## src/bhcs_pkg.sv

```systemverilog
package bhcs_pkg;

   localparam int unsigned TICKS_PER_WINDOW = 8;
   localparam int unsigned MAX_DUTY         = 100;

   // 1.3738 in unsigned Q16, rounded to nearest.
   localparam logic [16:0] SPEED_FACTOR_Q16 = 17'd90033;
   localparam logic [14:0] SPEED_LIMIT      = 15'h7fff;

   typedef enum logic [1:0] {
      FUNC_HALL  = 2'd0,
      FUNC_TICK  = 2'd1,
      FUNC_SPEED = 2'd2
   } func_type;

   typedef enum logic [1:0] {
      DIR_NONE = 2'd0,
      DIR_CW   = 2'd1,
      DIR_CCW  = 2'd2
   } dir_type;

   typedef struct packed {
      logic [1:0]         func;
      logic [2:0]         hall;
      logic signed [15:0] speed_value;
   } item_type;

   typedef struct packed {
      logic [6:0]         phase_a_duty;
      logic [6:0]         phase_b_duty;
      logic [6:0]         phase_c_duty;
      logic signed [15:0] measured_speed;
      logic [1:0]         rotation_dir;
   } result_type;

   // Drive pattern for a hall code: bit 2 phase A, bit 1 phase B, bit 0 phase C.
   // Zero means the phases are left as they are.
   function automatic logic [2:0] drive_pattern(dir_type dir, logic [2:0] code);
      logic [2:0] cw;
      logic [2:0] ccw;
      unique case (code)
         3'd1: begin cw = 3'd5; ccw = 3'd2; end
         3'd2: begin cw = 3'd6; ccw = 3'd1; end
         3'd3: begin cw = 3'd4; ccw = 3'd3; end
         3'd4: begin cw = 3'd3; ccw = 3'd4; end
         3'd5: begin cw = 3'd1; ccw = 3'd6; end
         3'd6: begin cw = 3'd2; ccw = 3'd5; end
         default: begin cw = 3'd0; ccw = 3'd0; end
      endcase
      unique case (dir)
         DIR_CW:  return cw;
         DIR_CCW: return ccw;
         default: return 3'd0;
      endcase
   endfunction

endpackage

```

## src/bldc_hall_commutation_speed.sv

```systemverilog
// Six-step BLDC commutation with hall sensors and speed measurement.
// Request channel (req_valid, req_stall, req_func, req_hall, req_speed_value)
// carries one beat per event: a hall edge, a speed timer tick or a speed
// command. Response channel (rsp_valid, rsp_stall and the rsp_ fields) returns
// exactly one beat per request, showing the phase duties, measured speed and
// rotation direction after that request has taken effect.
// An accepted request is registered in the input register, then passes
// through the update logic and is registered in the response register.
// Throughput is one beat per cycle while the response is not stalled; the whole update
// is a single pass of logic between those two registers.
// A stalled response is held in the response register; one further request
// is taken into the input register, after which req_stall rises until the
// response is taken. Requests are never dropped.
// Synchronous reset clears both registers' valid flags, sets the direction
// to none and zeroes the duty, phase duties and all counters.
module bldc_hall_commutation_speed #(
   parameter int unsigned TICKS_PER_WINDOW = bhcs_pkg::TICKS_PER_WINDOW
) (
   input  logic               clock,
   input  logic               reset,
   input  logic               req_valid,
   output logic               req_stall,
   input  logic [1:0]         req_func,
   input  logic [2:0]         req_hall,
   input  logic signed [15:0] req_speed_value,
   output logic               rsp_valid,
   input  logic               rsp_stall,
   output logic [6:0]         rsp_phase_a_duty,
   output logic [6:0]         rsp_phase_b_duty,
   output logic [6:0]         rsp_phase_c_duty,
   output logic signed [15:0] rsp_measured_speed,
   output logic [1:0]         rsp_rotation_dir
);

   logic                 s1_valid_ff, s1_valid_in;
   bhcs_pkg::item_type   s1_item_ff;
   logic                 out_valid_ff, out_valid_in;
   bhcs_pkg::result_type out_ff;
   bhcs_pkg::result_type result;
   logic                 out_free;
   logic                 advance;
   logic                 accept;

   assign out_free  = !out_valid_ff || !rsp_stall;
   assign advance   = s1_valid_ff && out_free;
   assign req_stall = s1_valid_ff && !out_free;
   assign accept    = req_valid && !req_stall;

   assign s1_valid_in  = accept || (s1_valid_ff && !advance);
   assign out_valid_in = advance || (out_valid_ff && rsp_stall);

   always_ff @(posedge clock) begin
      if (reset) begin
         s1_valid_ff  <= 1'b0;
         out_valid_ff <= 1'b0;
      end else begin
         s1_valid_ff  <= s1_valid_in;
         out_valid_ff <= out_valid_in;
      end
   end

   always_ff @(posedge clock) begin
      if (accept) begin
         s1_item_ff <= '{func: req_func, hall: req_hall, speed_value: req_speed_value};
      end
      if (advance) begin
         out_ff <= result;
      end
   end

   bhcs_core #(
      .TICKS_PER_WINDOW(TICKS_PER_WINDOW)
   ) u_core (
      .clock  (clock),
      .reset  (reset),
      .fire   (advance),
      .item   (s1_item_ff),
      .result (result)
   );

   assign rsp_valid          = out_valid_ff;
   assign rsp_phase_a_duty   = out_ff.phase_a_duty;
   assign rsp_phase_b_duty   = out_ff.phase_b_duty;
   assign rsp_phase_c_duty   = out_ff.phase_c_duty;
   assign rsp_measured_speed = out_ff.measured_speed;
   assign rsp_rotation_dir   = out_ff.rotation_dir;

   // The input side only stalls while it holds a beat of its own.
   assert property (@(posedge clock) disable iff (reset)
      req_stall |-> s1_valid_ff)
      else $error("request stalled with empty input register");

   // A beat that leaves the input register shows up as a response.
   assert property (@(posedge clock) disable iff (reset)
      advance |=> rsp_valid)
      else $error("processed beat lost before the response register");

   // A held response whose beat is not taken keeps the input beat waiting.
   assert property (@(posedge clock) disable iff (reset)
      rsp_valid && rsp_stall && s1_valid_ff |=> s1_valid_ff && $stable(s1_item_ff))
      else $error("input beat moved while the response was stalled");

endmodule

```

## src/bhcs_core.sv

```systemverilog
module bhcs_core #(
   parameter int unsigned TICKS_PER_WINDOW = bhcs_pkg::TICKS_PER_WINDOW
) (
   input  logic                  clock,
   input  logic                  reset,
   input  logic                  fire,
   input  bhcs_pkg::item_type    item,
   output bhcs_pkg::result_type  result
);

   localparam int unsigned TW = (TICKS_PER_WINDOW > 1) ? $clog2(TICKS_PER_WINDOW) : 1;
   localparam logic [TW-1:0] TICK_LAST = TW'(TICKS_PER_WINDOW - 1);
   localparam logic [16:0]   DUTY_LIMIT = 17'(bhcs_pkg::MAX_DUTY);

   bhcs_pkg::dir_type dir_ff, dir_in;
   logic [6:0]        duty_ff, duty_in;
   logic [6:0]        phase_a_ff, phase_a_in;
   logic [6:0]        phase_b_ff, phase_b_in;
   logic [6:0]        phase_c_ff, phase_c_in;
   logic [15:0]       edge_ff, edge_in;
   logic [14:0]       mag_ff, mag_in;
   logic [TW-1:0]     tick_ff, tick_in;

   logic [32:0]       speed_product;
   logic [16:0]       speed_scaled;
   logic [14:0]       speed_mag;
   logic [16:0]       cmd_mag;
   logic              do_commutate;
   logic [2:0]        pattern;
   logic [15:0]       mag_ext;

   // The speed magnitude is worked out from the running count and kept
   // ready, so that a window close only has to load it.
   assign speed_product = {17'd0, edge_ff} * {16'd0, bhcs_pkg::SPEED_FACTOR_Q16};
   assign speed_scaled  = speed_product[32:16];
   assign speed_mag     = (speed_scaled > {2'd0, bhcs_pkg::SPEED_LIMIT}) ?
                          bhcs_pkg::SPEED_LIMIT : speed_scaled[14:0];

   always_comb begin
      dir_in       = dir_ff;
      duty_in      = duty_ff;
      phase_a_in   = phase_a_ff;
      phase_b_in   = phase_b_ff;
      phase_c_in   = phase_c_ff;
      edge_in      = edge_ff;
      mag_in       = mag_ff;
      tick_in      = tick_ff;
      cmd_mag      = 17'd0;
      do_commutate = 1'b0;
      pattern      = 3'd0;
      if (fire) begin
         unique case (item.func)
            bhcs_pkg::FUNC_HALL: begin
               do_commutate = 1'b1;
            end
            bhcs_pkg::FUNC_TICK: begin
               if (tick_ff == TICK_LAST) begin
                  tick_in = '0;
                  edge_in = 16'd0;
                  mag_in  = speed_mag;
               end else begin
                  tick_in = tick_ff + TW'(1);
               end
            end
            bhcs_pkg::FUNC_SPEED: begin
               if (item.speed_value[15]) begin
                  dir_in  = bhcs_pkg::DIR_CCW;
                  cmd_mag = 17'h10000 - {1'b0, item.speed_value};
               end else begin
                  if (item.speed_value != 16'sd0) begin
                     dir_in = bhcs_pkg::DIR_CW;
                  end
                  cmd_mag = {1'b0, item.speed_value};
               end
               duty_in = (cmd_mag > DUTY_LIMIT) ? DUTY_LIMIT[6:0] : cmd_mag[6:0];
               // A stopped motor gets its first commutation straight away.
               if (dir_in == bhcs_pkg::DIR_NONE || mag_ff == 15'd0) begin
                  do_commutate = 1'b1;
               end
            end
            default: begin
            end
         endcase
         if (do_commutate) begin
            edge_in = edge_ff + 16'd1;
            pattern = bhcs_pkg::drive_pattern(dir_in, item.hall);
            if (pattern != 3'd0) begin
               phase_a_in = pattern[2] ? duty_in : 7'd0;
               phase_b_in = pattern[1] ? duty_in : 7'd0;
               phase_c_in = pattern[0] ? duty_in : 7'd0;
            end
         end
      end
   end

   always_ff @(posedge clock) begin
      if (reset) begin
         dir_ff     <= bhcs_pkg::DIR_NONE;
         duty_ff    <= 7'd0;
         phase_a_ff <= 7'd0;
         phase_b_ff <= 7'd0;
         phase_c_ff <= 7'd0;
         edge_ff    <= 16'd0;
         mag_ff     <= 15'd0;
         tick_ff    <= '0;
      end else begin
         dir_ff     <= dir_in;
         duty_ff    <= duty_in;
         phase_a_ff <= phase_a_in;
         phase_b_ff <= phase_b_in;
         phase_c_ff <= phase_c_in;
         edge_ff    <= edge_in;
         mag_ff     <= mag_in;
         tick_ff    <= tick_in;
      end
   end

   assign mag_ext = {1'b0, mag_in};

   always_comb begin
      result.phase_a_duty = phase_a_in;
      result.phase_b_duty = phase_b_in;
      result.phase_c_duty = phase_c_in;
      result.rotation_dir = dir_in;
      unique case (dir_in)
         bhcs_pkg::DIR_CW:  result.measured_speed = $signed(mag_ext);
         bhcs_pkg::DIR_CCW: result.measured_speed = -$signed(mag_ext);
         default:           result.measured_speed = 16'sd0;
      endcase
   end

   // Once a direction is set it is never cleared again.
   assert property (@(posedge clock) disable iff (reset)
      dir_ff != bhcs_pkg::DIR_NONE |=> dir_ff != bhcs_pkg::DIR_NONE)
      else $error("direction returned to none");

   // Closing a window restarts the commutation count.
   assert property (@(posedge clock) disable iff (reset)
      fire && item.func == bhcs_pkg::FUNC_TICK && tick_ff == TICK_LAST
      |=> edge_ff == 16'd0 && tick_ff == '0)
      else $error("window close did not clear the counters");

   // Without an item nothing in the state moves.
   assert property (@(posedge clock) disable iff (reset)
      !fire |=> $stable(edge_ff) && $stable(tick_ff) && $stable(duty_ff)
                && $stable(mag_ff))
      else $error("state changed without an item");

   // The tick counter stays inside its window.
   assert property (@(posedge clock) disable iff (reset)
      tick_ff <= TICK_LAST)
      else $error("tick counter beyond window");

endmodule

```

## config.mk

```make
export PLATFORM = sky130hd
export DESIGN_NAME = bldc_hall_commutation_speed
export DESIGN_NICKNAME = d
export VERILOG_FILES = /design/src/bhcs_pkg.sv /design/src/bldc_hall_commutation_speed.sv /design/src/bhcs_core.sv
export SDC_FILE = /design/constraint.sdc
export NUM_CORES = 1
export LEC_CHECK = 0
export ABC_CLOCK_PERIOD_IN_PS = 18870
export CAP_MARGIN = 0
export CORE_MARGIN = 2
export CORE_UTILIZATION = 62
export DETAILED_ROUTE_END_ITERATION = 6
export DONT_BUFFER_PORTS = 1
export PLACE_DENSITY = 0.78
export SLEW_MARGIN = 10
export SYNTH_ARGS = -nofsm -noshare
export SYNTH_HDL_FRONTEND = slang
export SYNTH_SLANG_ARGS = --single-unit
```

## constraint.sdc

```tcl
create_clock -name clock -period 18.87 [get_ports clock]
set_input_delay 1.887 -clock clock [delete_from_list [all_inputs] [get_ports clock]]
set_output_delay 1.887 -clock clock [all_outputs]
set_load 0.005 [all_outputs]
```

Word level (Yosys, flattened, before mapping)
Index checks and enable logic that the tools add are counted.

Bits in writable memories: 0. Output and inout port bits: 41. Bits of input ports: 25. Memories kept: 0. Flip-flop bits (word level): 126. Word-level logic and storage cells: 102. Memory bits (read-only): 0. Bits in latches: 0.

Magnitude comparators: 2. Multipliers: 1. Divide/modulo/power cells: 0. Shift operators: 0. Reduce and logical (&&, ||, !) cells: 23. Equality and inequality tests: 13. Add/sub/neg operators: 4. Bitwise gates (word level): 0. Multiplexer cells: 41.

Operators with widths (number): 7-bit two-way mux (14); 15-bit two-way mux (4); 17-bit two-way mux (3); 16-bit two-way mux (3); 3-bit one-hot mux with 6 select lines (2); 16-bit by 17-bit multiplier with 33-bit output, second input constant (1); 16-bit one-hot mux with 2 select lines (1); 17-bit by 15-bit greater-than comparator with 1-bit output, second input constant (1); 17-bit by 7-bit greater-than comparator with 1-bit output, second input constant (1); 17-bit by 16-bit subtractor with 17-bit output, first input constant (1); 16-bit by 1-bit adder with 16-bit output, second input constant (1); 15-bit negation with 16-bit output (1); 16-bit nonzero test (1); 15-bit zero test (1); 2-bit two-way mux (7); 3-bit equality test, second input constant (4); 3-bit two-way mux (3); 2-bit by 1-bit equality test with 1-bit output, second input constant (3); 2-bit equality test, second input constant (3); 3-bit by 2-bit equality test with 1-bit output, second input constant (2); 3-bit one-hot mux with 2 select lines (1); 1-bit logical AND (5); 1-bit zero test (5); 2-bit zero test (2); 9 further kinds (14).

Depth between registers and ports, before layout
Gate-level depths: netlist (run 1).

Depth in word-level cells: 16. Depth in mapped cells: 26. Mapped depth without buffers: 25.

Cells and area by module
Synthesis (run 1) repeated with hierarchy kept, for this count alone.

Cell total of the unflattened synthesis: 1062. Area, all modules: 10471.3 um2.

Modules (own cells, without submodules): bhcs_core (sequential area each 1281.2 um2, cells an instance 992, instances 1, area each 8583.2 um2); bldc_hall_commutation_speed (sequential area each 1841.8 um2, cells an instance 70, instances 1, area each 1888.1 um2).

Least setup slack after synthesis (run 1)
OpenSTA, ideal clock, no wires.

Path type: reg-to-reg. Start: reg u_core.edge_ff[5]. End: reg out_ff, in the netlist rsp_measured_speed[14], data pin. Period minus slack after synthesis: 6999 ps. Cell stages (with the launch flop): 25. Data required time: 18595 ps. Arrival: 6724 ps. Path buffers: 1. Path slack: 11871 ps. Cell sequence: dfxtp_1 fa_1 xor2_1 ha_1 or2_2 fa_1 fa_1 fa_1 inv_1 fa_1 inv_1 ha_1 a21o_1 a31o_1 a211o_1 a221o_1 or3_4 a22oi_2 a21oi_1 a21oi_1 ha_1 and3_1 clkbuf_1 and4_1 o32ai_1.

RTL lines: start, declared (line bhcs_core.sv:20) `logic [15:0] edge_ff, edge_in;`; start signal, assigned (line bhcs_core.sv:112) `edge_ff <= edge_in;`; end signal, assigned (line bldc_hall_commutation_speed.sv:67) `out_ff <= result;`; end, declared (line bldc_hall_commutation_speed.sv:38) `bhcs_pkg::result_type out_ff;`.

==> results of run 1 <==
[power by group through the flow]
stage                     clock network [mW]  registers, mW  logic (mW)
after global routing                   0.343          0.301      0.0309
final                                  0.329          0.300      0.0274
after CTS                              0.331          0.300      0.0274
after floorplan                            0          0.303      0.0230
after detailed placement                   0          0.306      0.0268
after global placement                     0          0.306      0.0261
[sequential cells by signal (all words and copies together) (netlist names)]
name and cells:
rsp_valid 1, rsp_phase_a_duty 7, rsp_phase_b_duty 7, u_core.phase_b_ff 7, rsp_measured_speed 16, u_core.mag_ff 15
rsp_rotation_dir 2, u_core.duty_ff 7, rsp_phase_c_duty 7, u_core.phase_c_ff 7, u_core.tick_ff 3, s1_item_ff 21
u_core.dir_ff 2, u_core.phase_a_ff 7, u_core.edge_ff 16, s1_valid_ff 1
[layer usage]
| metal | up-vias | global-route usage (%) | part of all wire, % |
|---|---|---|---|
| li1 | 3624 | - | - |
| met1 | 3753 | 40.1 | 45 |
| met2 | 211 | 45.2 | 48 |
| met3 | 44 | 5.37 | 5.2 |
| met4 | 0 | 8.45 | 2.2 |
| met5 | - | 0 | 0 |
[metrics by stage]
stage	hold WS, ns	utilization [%]	std cells	power, mW	worst slack [ns]
2_1_floorplan	0.437	-	1047	0.326	11.87
3_3_place_gp	0.437	64.2	1243	0.332	11.47
3_5_place_dp	0.448	64.2	1243	0.333	11.34
4_1_cts	0.458	67.8	1275	0.658	11.28
5_1_grt	0.465	67.8	1275	0.675	10.86
6_report	0.459	67.8	1275	0.657	11.29
[kinds of logic after synthesis]
kind of cell    share of synthesized area (%)
flops                                    30.0
fa+ha+maj                                33.7
buf+inv                                  6.54
xor+xnor                                 2.02
mux                                     0.649
simple gates                             13.8
compound gates                           13.2
[worst paths after layout]
| kind | endpoint | slack, ns | start |
|---|---|---|---|
| worst max-delay path | rsp_measured_speed[14] | 11.29 | u_core.edge_ff[7] |
| worst min-delay path | u_core.duty_ff[6] | 0.46 | u_core.duty_ff[6] |
| worst max register to register | rsp_measured_speed[14] | 11.29 | u_core.edge_ff[7] |
| worst min register to register | u_core.duty_ff[6] | 0.46 | u_core.duty_ff[6] |
[cells in the final DEF, fill, tap and decap left out, types with 24 or more instances in the layout]
master and n:
a21oi_1 53, a22o_1 24, dfxtp_1 66, edfxtp_1 60
fa_1 101, ha_1 119, inv_1 153, nand2_1 64
nor2_1 81, nor2b_1 30, o21ai_0 31
[area by class of cell]
type                            count  area share (%)
Timing Repair Buffer                2           0.134
Clock buffer                       17            3.80
Sequential cell                   126            27.9
Clock inverter                     15            1.51
Inverter                          154            5.16
Tap cell                          220            2.46
Multi-Input combinational cell    741            59.1
[worst min-delay path, stage by stage (launching register included)]
cell	delay, ns
dfxtp_1	0.31
nand2_1	0.05
a21oi_1	0.06
==> flow_summary_export.csv, run 1 <==
group,metric,value,unit
clocking,insertion_delay,0.42,ns
timing,hold_violations,0,
clocking,clock_sinks,126,
floorplanning,die_w,134,um
logic_synthesis,synth_cell_types,76,
setup_path,worstSetupEndpointType,"flip-flop",
placement,dpl.hpwl,19100,um
floorplanning,die_h,134,um
grt,grt_use_total,28.4,%
power_and_ir_drop,p_comb_share,4.2,%
clocking,cts_root_buffer,"clkbuf_16",
logic_synthesis,yosys-top-cells-count,"inv_1, ha_1, fa_1",
clocking,clock_path_buffers,2,
layout,design_area,11200,um^2
setup_path,startpoint_type,"flip-flop",
logic_synthesis,netlist_instances,1047,
layout,regArea,3120,um^2
route,drt_iter0_drc,439,
grt,grt-ovfl-total,0,
min_path,min_path_type,"reg -> reg",
logic_synthesis,yosysWarnings,0,
logic_synthesis,syn_nets,1292,
setup_path,critical_path.slowest_cell,"fa_1",
layout,final_net_count,1287,
route,wl_per_cell,18.8,um
timing,slew_headroom,30.1,%
power_and_ir_drop,swShare,25.2,%
placement,port-buffer-count,0,
clocking,h-tree-depth,4,
logic_synthesis,ys_seq_area_share,30.0,%
timing,period_share,40.2,%
power_and_ir_drop,p_leak,5.29,nW
setup_path,critPathMaxStageDelay,0.73,ns
route,route.vias.total,7632,
grt,grt_pass1_wl,39200,um
floorplanning,dieArea,17800,um^2
grt,antenna_found_initial,0,
clocking,cts_resized,0,
power_and_ir_drop,power.density,58.7,nW/um^2
placement,place_area,10600,um^2
route,vias_per_cell,5.99,
power_and_ir_drop,power.switching,0.166,mW
timing,skew,0.00953,ns
clocking,cts.hold.buffers_added,0,
logic_synthesis,netlist_area,10400,um^2
logic_synthesis,ys.flop_type,"dfxtp_1",
floorplanning,fp-row-count,47,
power_and_ir_drop,power_frac_clock,50.1,%
logic_synthesis,synth_edf_count,60,
logic_synthesis,syn_avg_cell_area,9.95,um^2
floorplanning,boundaryPins,66,
power_and_ir_drop,intPower,0.491,mW
setup_path,reg2reg_depth,21,
clocking,numCtsBuffers,17,
placement,gp_congestion,0.924,
grt,grt_pass1_vias,7524,
power_and_ir_drop,ir_drop,0.0000615,V
clocking,cts_tree,"yes",
floorplanning,initial_utilization,63.0,%
logic_synthesis,yosys.area.top_type,"fa_1",
floorplanning,core-area,16500,um^2
timing,tightestPinTransition,1.04,ns
grt,grt_max_degree,67,
setup_path,crit_type,"reg -> reg",
setup_path,path_depth,21,
layout,multi_input_area,6610,um^2
setup_path,cp_max_fo,9,
setup_path,cp_num_buf_inv,2,
timing,clock.fmax,132,MHz
timing,slew_viol_final,0,
logic_synthesis,ys_ff_latch,126,
timing,tns,0,ns
logic_synthesis,synth_top_area_share,19.4,%
logic_synthesis,ys_async_sr_fraction,0,%
run_status,status,"completed",
route,ant_nets,0,
min_path,min_delay_path_depth,2,
setup_path,path_common_cell,"fa_1",
layout,fill_cells,1222,
layout,n_antenna_cell,0,
timing,setup_viol,0,
layout,drive_gt1_share,6.07,%
layout,syn2layout_area_growth,7.56,%
setup_path,path_cells,"fa_1 -> inv_1 -> fa_1 -> inv_1 -> fa_1 -> fa_1 -> fa_1 -> fa_1 -> ha_1 -> a21o_1 -> a31o_1 -> a211o_1 -> a221o_1 -> or3_4 -> a22oi_2 -> a21oi_1 -> a21oi_1 -> ha_1 -> and3_1 -> and4_1 -> o32ai_1",
clocking,path_clk_slew,0.06,ns
route,drc_errors,0,
logic_synthesis,synth.most_common_cell,"inv_1",
timing,period_minus_slack,7.58,ns
clocking,cts_setup_buffers,0,
logic_synthesis,synth_area_leaders,"fa_1, edfxtp_1, ha_1, dfxtp_1, inv_1",
setup_path,cp.arrival,7.74,ns
flow_run,max-cap-violations,0,
setup_path,required,19.02,ns
route,routed_wl,24000,um
power_and_ir_drop,power_frac_seq,45.7,%
route,dr.pass1.iters,5,
setup_path,path_delay_family,"adder cells",
timing,rsz0062_at_grt,"no",
(Power assumes the default switching activity.)
==> run 2, diff against run 1 <==
--- a/config.mk
+++ b/config.mk
@@ -5,7 +5,7 @@
 export SDC_FILE = /design/constraint.sdc
 export NUM_CORES = 1
 export LEC_CHECK = 0
-export ABC_CLOCK_PERIOD_IN_PS = 18870
+export ABC_CLOCK_PERIOD_IN_PS = 7700
 export CAP_MARGIN = 0
 export CORE_MARGIN = 2
 export CORE_UTILIZATION = 62
==> constraint.sdc (replaced) <==
create_clock -name clock -period 7.7 [get_ports clock]
set_input_delay 0.77 -clock clock [delete_from_list [all_inputs] [get_ports clock]]
set_output_delay 0.77 -clock clock [all_outputs]
set_load 0.005 [all_outputs]
==> flow_summary_export.csv, run 2 (synthesized netlist as in run 1, its figures left out) <==
group,metric,value,unit
clocking,insertion_delay,0.42,ns
clocking,numCtsBuffers,17,
setup_path,cp.arrival,7.66,ns
timing,skew,0.00729,ns
layout,top_register,"s1_item_ff",
timing,whs,0.416,ns
floorplanning,die_h,134,um
timing,tightestPinTransition,1.08,ns
layout,final_net_count,1297,
setup_path,crit_type,"reg -> reg",
min_path,min_path_type,"in -> reg",
route,drc_errors,0,
clocking,cts_root_buffer,"clkbuf_16",
power_and_ir_drop,ir_drop,0.000163,V
clocking,clock_path_buffers,2,
grt,grt_max_degree,67,
clocking,h-tree-depth,4,
setup_path,startpoint_type,"flip-flop",
min_path,min_delay_path_depth,1,
setup_path,rrSetupSlack,0.29,ns
setup_path,worstSetupEndpointType,"flip-flop",
timing,slew_viol_final,0,
placement,gp_congestion,0.961,
route,route.vias.total,7701,
route,ant_nets,0,
placement,dp.cells,1250,
clocking,clock_sinks,126,
flow_run,max-cap-violations,0,
route,vias_per_cell,5.99,
min_path,min_from,"reset",
placement,port-buffer-count,0,
layout,syn2layout_area_growth,8.36,%
setup_path,reg2reg_to,"rsp_measured_speed[11]",
grt,antenna_found_initial,0,
grt,grt_pass1_vias,7816,
floorplanning,core-area,16500,um^2
route,drt_iter0_drc,543,
layout,final_common_cell,"inv_1",
route,dr.pass1.iters,4,
timing,hold_violations,0,
timing,clock.fmax,135,MHz
power_and_ir_drop,p_leak,5.34,nW
timing,period_share,96.2,%
power_and_ir_drop,power.density,142,nW/um^2
floorplanning,dieArea,17800,um^2
clocking,cts.hold.buffers_added,0,
grt,grt-ovfl-total,0,
timing,slew_headroom,27.6,%
grt,grt_use_total,28.3,%
min_path,min_to,"u_core.phase_a_ff[6]",
clocking,path_clk_slew,0.06,ns
setup_path,cp_max_fo,8,
placement,post-place-ws,0.288,ns
timing,period_minus_slack,7.41,ns
clocking,cts_tree,"yes",
floorplanning,initial_utilization,63.0,%
route,wl_per_cell,18.4,um
timing,setup_viol,0,
layout,final_util,68.3,%
floorplanning,fp-row-count,47,
layout,final_cell_mix,"inv_1, ha_1, fa_1, nor2_1, dfxtp_1",
timing,post-route-worst-setup-slack,0.294,ns
floorplanning,die_w,134,um
grt,grt_pass1_wl,39800,um
setup_path,reg2reg_depth,21,
floorplanning,boundaryPins,66,
layout,fin_cells,1285,
layout,drive_gt1_share,7.32,%
layout,largest_reg_flops,21,
route,routed_wl,23700,um
setup_path,worstReg2RegStart,"u_core.edge_ff[6]",
run_status,status,"completed",
setup_path,required,7.95,ns
timing,tns,0,ns
layout,n_antenna_cell,0,
placement,dpl.hpwl,18600,um
## run 2: final cells by class
class / count / area, um^2
clock buffer: 17 / 425
timing repair buffer: 12 / 90.1
multi-input combinational: 741 / 6630
inverter: 154 / 578
tap: 220 / 275
fill: 1172 / 5240
sequential: 126 / 3120
clock inverter: 15 / 165
## run 2: critical path: stages (launching register included)
cell and delay [ns]:
dfxtp_1 0.51, fa_1 0.56, xor2_2 0.20, ha_1 0.19, or2_2 0.30, fa_1 0.46, fa_1 0.41, fa_1 0.55
inv_1 0.07, fa_1 0.54, inv_1 0.04, ha_1 0.35, a21o_1 0.19, a31o_1 0.24, a211o_1 0.27, a221o_1 0.31
or3_4 0.40, a22o_2 0.26, o32a_1 0.44, or3_1 0.35, or4_1 0.47, o211ai_1 0.10
## run 2: repair_timing
action                                  in CTS  in global routing
endpoints found under the setup margin       0                  7
buffers inserted                             0                  3
resized for setup                            0                  5
## run 2: layer usage
layer | vias up | global-route usage, % | part of all wire, %
met2 | 231 | 45.2 | 48
li1 | 3655 | - | -
met3 | 50 | 5.21 | 4.8
met5 | - | 0 | 0
met4 | 0 | 10.2 | 3.0
met1 | 3765 | 39.0 | 44
## run 2: where the power goes
| group | internal, mW | total, mW | switching, mW |
|---|---|---|---|
| clock | 0.461 | 0.796 | 0.335 |
| combinational | 0.0223 | 0.0671 | 0.0448 |
| sequential | 0.720 | 0.736 | 0.0160 |
| total | 1.20 | 1.60 | 0.396 |
## run 2: worst max-delay path by stage
stage	endpoint	startpoint	slack (ns)
global route	rsp_measured_speed[8]	u_core.edge_ff[6]	-0.01
CTS	rsp_measured_speed[14]	u_core.edge_ff[4]	0.24
finish	rsp_measured_speed[11]	u_core.edge_ff[6]	0.29
floorplan	rsp_measured_speed[14]	u_core.edge_ff[5]	0.70
detailed placement	rsp_measured_speed[14]	u_core.edge_ff[6]	0.29
global placement	rsp_measured_speed[14]	u_core.edge_ff[8]	0.38
## run 2: through the flow
step	power (mW)	cell area (um^2)
CTS	1.60	11200
global placement	0.813	10700
detailed placement	0.815	10700
global route	1.64	11300
finish	1.60	11300
floorplan	0.800	10400
==> run 3, diff against run 2 <==
--- a/config.mk
+++ b/config.mk
@@ -6,13 +6,14 @@
 export NUM_CORES = 1
 export LEC_CHECK = 0
 export ABC_CLOCK_PERIOD_IN_PS = 7700
+export BUFFER_PORTS_ARGS = -buffer_cell sky130_fd_sc_hd__clkbuf_2
 export CAP_MARGIN = 0
 export CORE_MARGIN = 2
 export CORE_UTILIZATION = 62
 export DETAILED_ROUTE_END_ITERATION = 6
-export DONT_BUFFER_PORTS = 1
-export PLACE_DENSITY = 0.78
+export PLACE_DENSITY = 0.81
 export SLEW_MARGIN = 10
 export SYNTH_ARGS = -nofsm -noshare
 export SYNTH_HDL_FRONTEND = slang
 export SYNTH_SLANG_ARGS = --single-unit
+export TNS_END_PERCENT = 100
==> flow_summary_export.csv, run 3 (synthesized netlist as in run 1, its figures left out) <==
group,metric,value,unit
run_status,status,"completed",
route,drt_iter0_drc,624,
power_and_ir_drop,ir_drop,0.000209,V
layout,design_area,11600,um^2
placement,port-buffer-count,65,
setup_path,crit_type,"reg -> reg",
flow_run,max-cap-violations,0,
setup_path,path_cells,"fa_1 -> inv_1 -> fa_1 -> inv_1 -> fa_1 -> fa_1 -> fa_1 -> fa_1 -> ha_1 -> a21o_1 -> a31o_1 -> a211o_1 -> a221o_1 -> or3_4 -> a22o_2 -> o32a_1 -> or3_1 -> or4_1 -> o211ai_1",
timing,slew_viol_final,0,
route,dr.pass1.iters,5,
setup_path,path_common_cell,"fa_1",
timing,clock.fmax,136,MHz
setup_path,critical_path.slowest_cell,"fa_1",
setup_path,worstSetupEndpointType,"flip-flop",
floorplanning,dieArea,17800,um^2
clocking,h-tree-depth,4,
grt,grt_max_degree,67,
timing,setup_viol,0,
placement,gp_congestion,0.977,
route,routed_wl,24200,um
timing,tns,0,ns
route,wl_per_cell,17.9,um
layout,n_antenna_cell,0,
floorplanning,die_w,134,um
setup_path,reg2reg_to,"rsp_measured_speed[11]",
power_and_ir_drop,power.density,144,nW/um^2
power_and_ir_drop,p_leak,5.64,nW
floorplanning,boundaryPins,66,
setup_path,critPathMaxStageDelay,0.67,ns
setup_path,required,7.94,ns
timing,period_minus_slack,7.36,ns
floorplanning,initial_utilization,63.0,%
placement,dpl.hpwl,18700,um
route,route.vias.total,8128,
grt,grt_pass1_vias,8023,
timing,rsz0062_at_grt,"no",
setup_path,rrSetupSlack,0.34,ns
floorplanning,core-area,16500,um^2
timing,slew_headroom,29.3,%
layout,final_net_count,1362,
floorplanning,fp-row-count,47,
min_path,min_from,"u_core.duty_ff[5]",
clocking,clock_path_buffers,2,
min_path,min_path_type,"reg -> reg",
placement,place_area,11000,um^2
timing,post-route-worst-setup-slack,0.341,ns
setup_path,reg2reg_depth,19,
layout,final_cell_mix,"inv_1, ha_1, fa_1, nor2_1",
layout,final_common_cell,"inv_1",
grt,grt-ovfl-total,0,
floorplanning,die_h,134,um
grt,antenna_found_initial,0,
route,ant_nets,0,
clocking,clock_sinks,126,
timing,hold_violations,0,
layout,largest_reg_flops,21,
clocking,cts_root_buffer,"clkbuf_16",
grt,grt_pass1_wl,40400,um
layout,top_register,"s1_item_ff",
clocking,cts_tree,"yes",
timing,skew,0.00578,ns
setup_path,startpoint_type,"flip-flop",
layout,drive_gt1_share,12.5,%
min_path,min_delay_path_depth,2,
route,drc_errors,0,
clocking,path_clk_slew,0.06,ns
clocking,insertion_delay,0.42,ns
min_path,min_to,"u_core.duty_ff[5]",
timing,period_share,95.6,%
layout,syn2layout_area_growth,11.9,%
power_and_ir_drop,power,1.68,mW
grt,grt_use_total,29.0,%
setup_path,cp_max_fo,8,
placement,post-place-ws,0.224,ns
setup_path,worstReg2RegStart,"u_core.edge_ff[9]",
route,vias_per_cell,6.02,
setup_path,cp.arrival,7.60,ns
clocking,numCtsBuffers,17,
timing,tightestPinTransition,1.05,ns
-- run 3: final cells by class --
type / instances / area (um^2)
inverters: 154 / 578
flip-flops and latches: 126 / 3120
fillers: 1164 / 4880
clock buffers: 19 / 464
clock inverters: 13 / 176
well taps: 220 / 275
multi-input cells: 741 / 6620
repair buffers: 77 / 415
-- run 3: critical path, delay by kind of cell, from the launching register on --
| kind | cells | cell delay (ns) |
|---|---|---|
| buffers and inverters | 2 | 0.14 |
| DFF | 1 | 0.41 |
| and+or+nand+nor | 3 | 1.22 |
| adders and majority gates | 7 | 3.62 |
| AOI/OAI and AO/OA | 7 | 1.79 |
-- run 3: worst max-delay path by stage --
stage	startpoint	end	slack [ns]
floorplan	u_core.edge_ff[5]	rsp_measured_speed[14]	0.70
global placement	u_core.edge_ff[8]	rsp_measured_speed[14]	0.40
detailed placement	u_core.edge_ff[8]	rsp_measured_speed[14]	0.22
CTS	u_core.edge_ff[8]	rsp_measured_speed[14]	0.17
global route	u_core.edge_ff[9]	rsp_measured_speed[11]	0.06
finish	u_core.edge_ff[9]	rsp_measured_speed[11]	0.34
-- run 3: repair_timing --
item | in CTS | in global routing
setup buffers | 0 | 1
hold buffers | 0 | 0
setup endpoints to repair | 0 | 7
resized for setup | 0 | 2
-- run 3: power breakdown --
group	switching [mW]	internal (mW)	leakage, nW
clock network	0.316	0.544	0.309
logic	0.0574	0.0316	4.22
registers	0.0137	0.720	1.12
-- run 3: through the flow --
stage	hold slack, ns	util, %	std cells
floorplan	0.437	-	1047
global placement	0.443	66.6	1317
detailed placement	0.450	66.6	1317
CTS	0.458	70.4	1349
global route	0.491	70.5	1350
finish	0.466	70.5	1350
-- run 3: routing by layer --
layer,global-route usage [%],vias up,part of all wire (%)
met3,6.05,54,5.6
met1,38.1,3994,42
met5,0,-,0
met2,48.1,303,49
met4,10.1,0,2.9
li1,-,3777,-
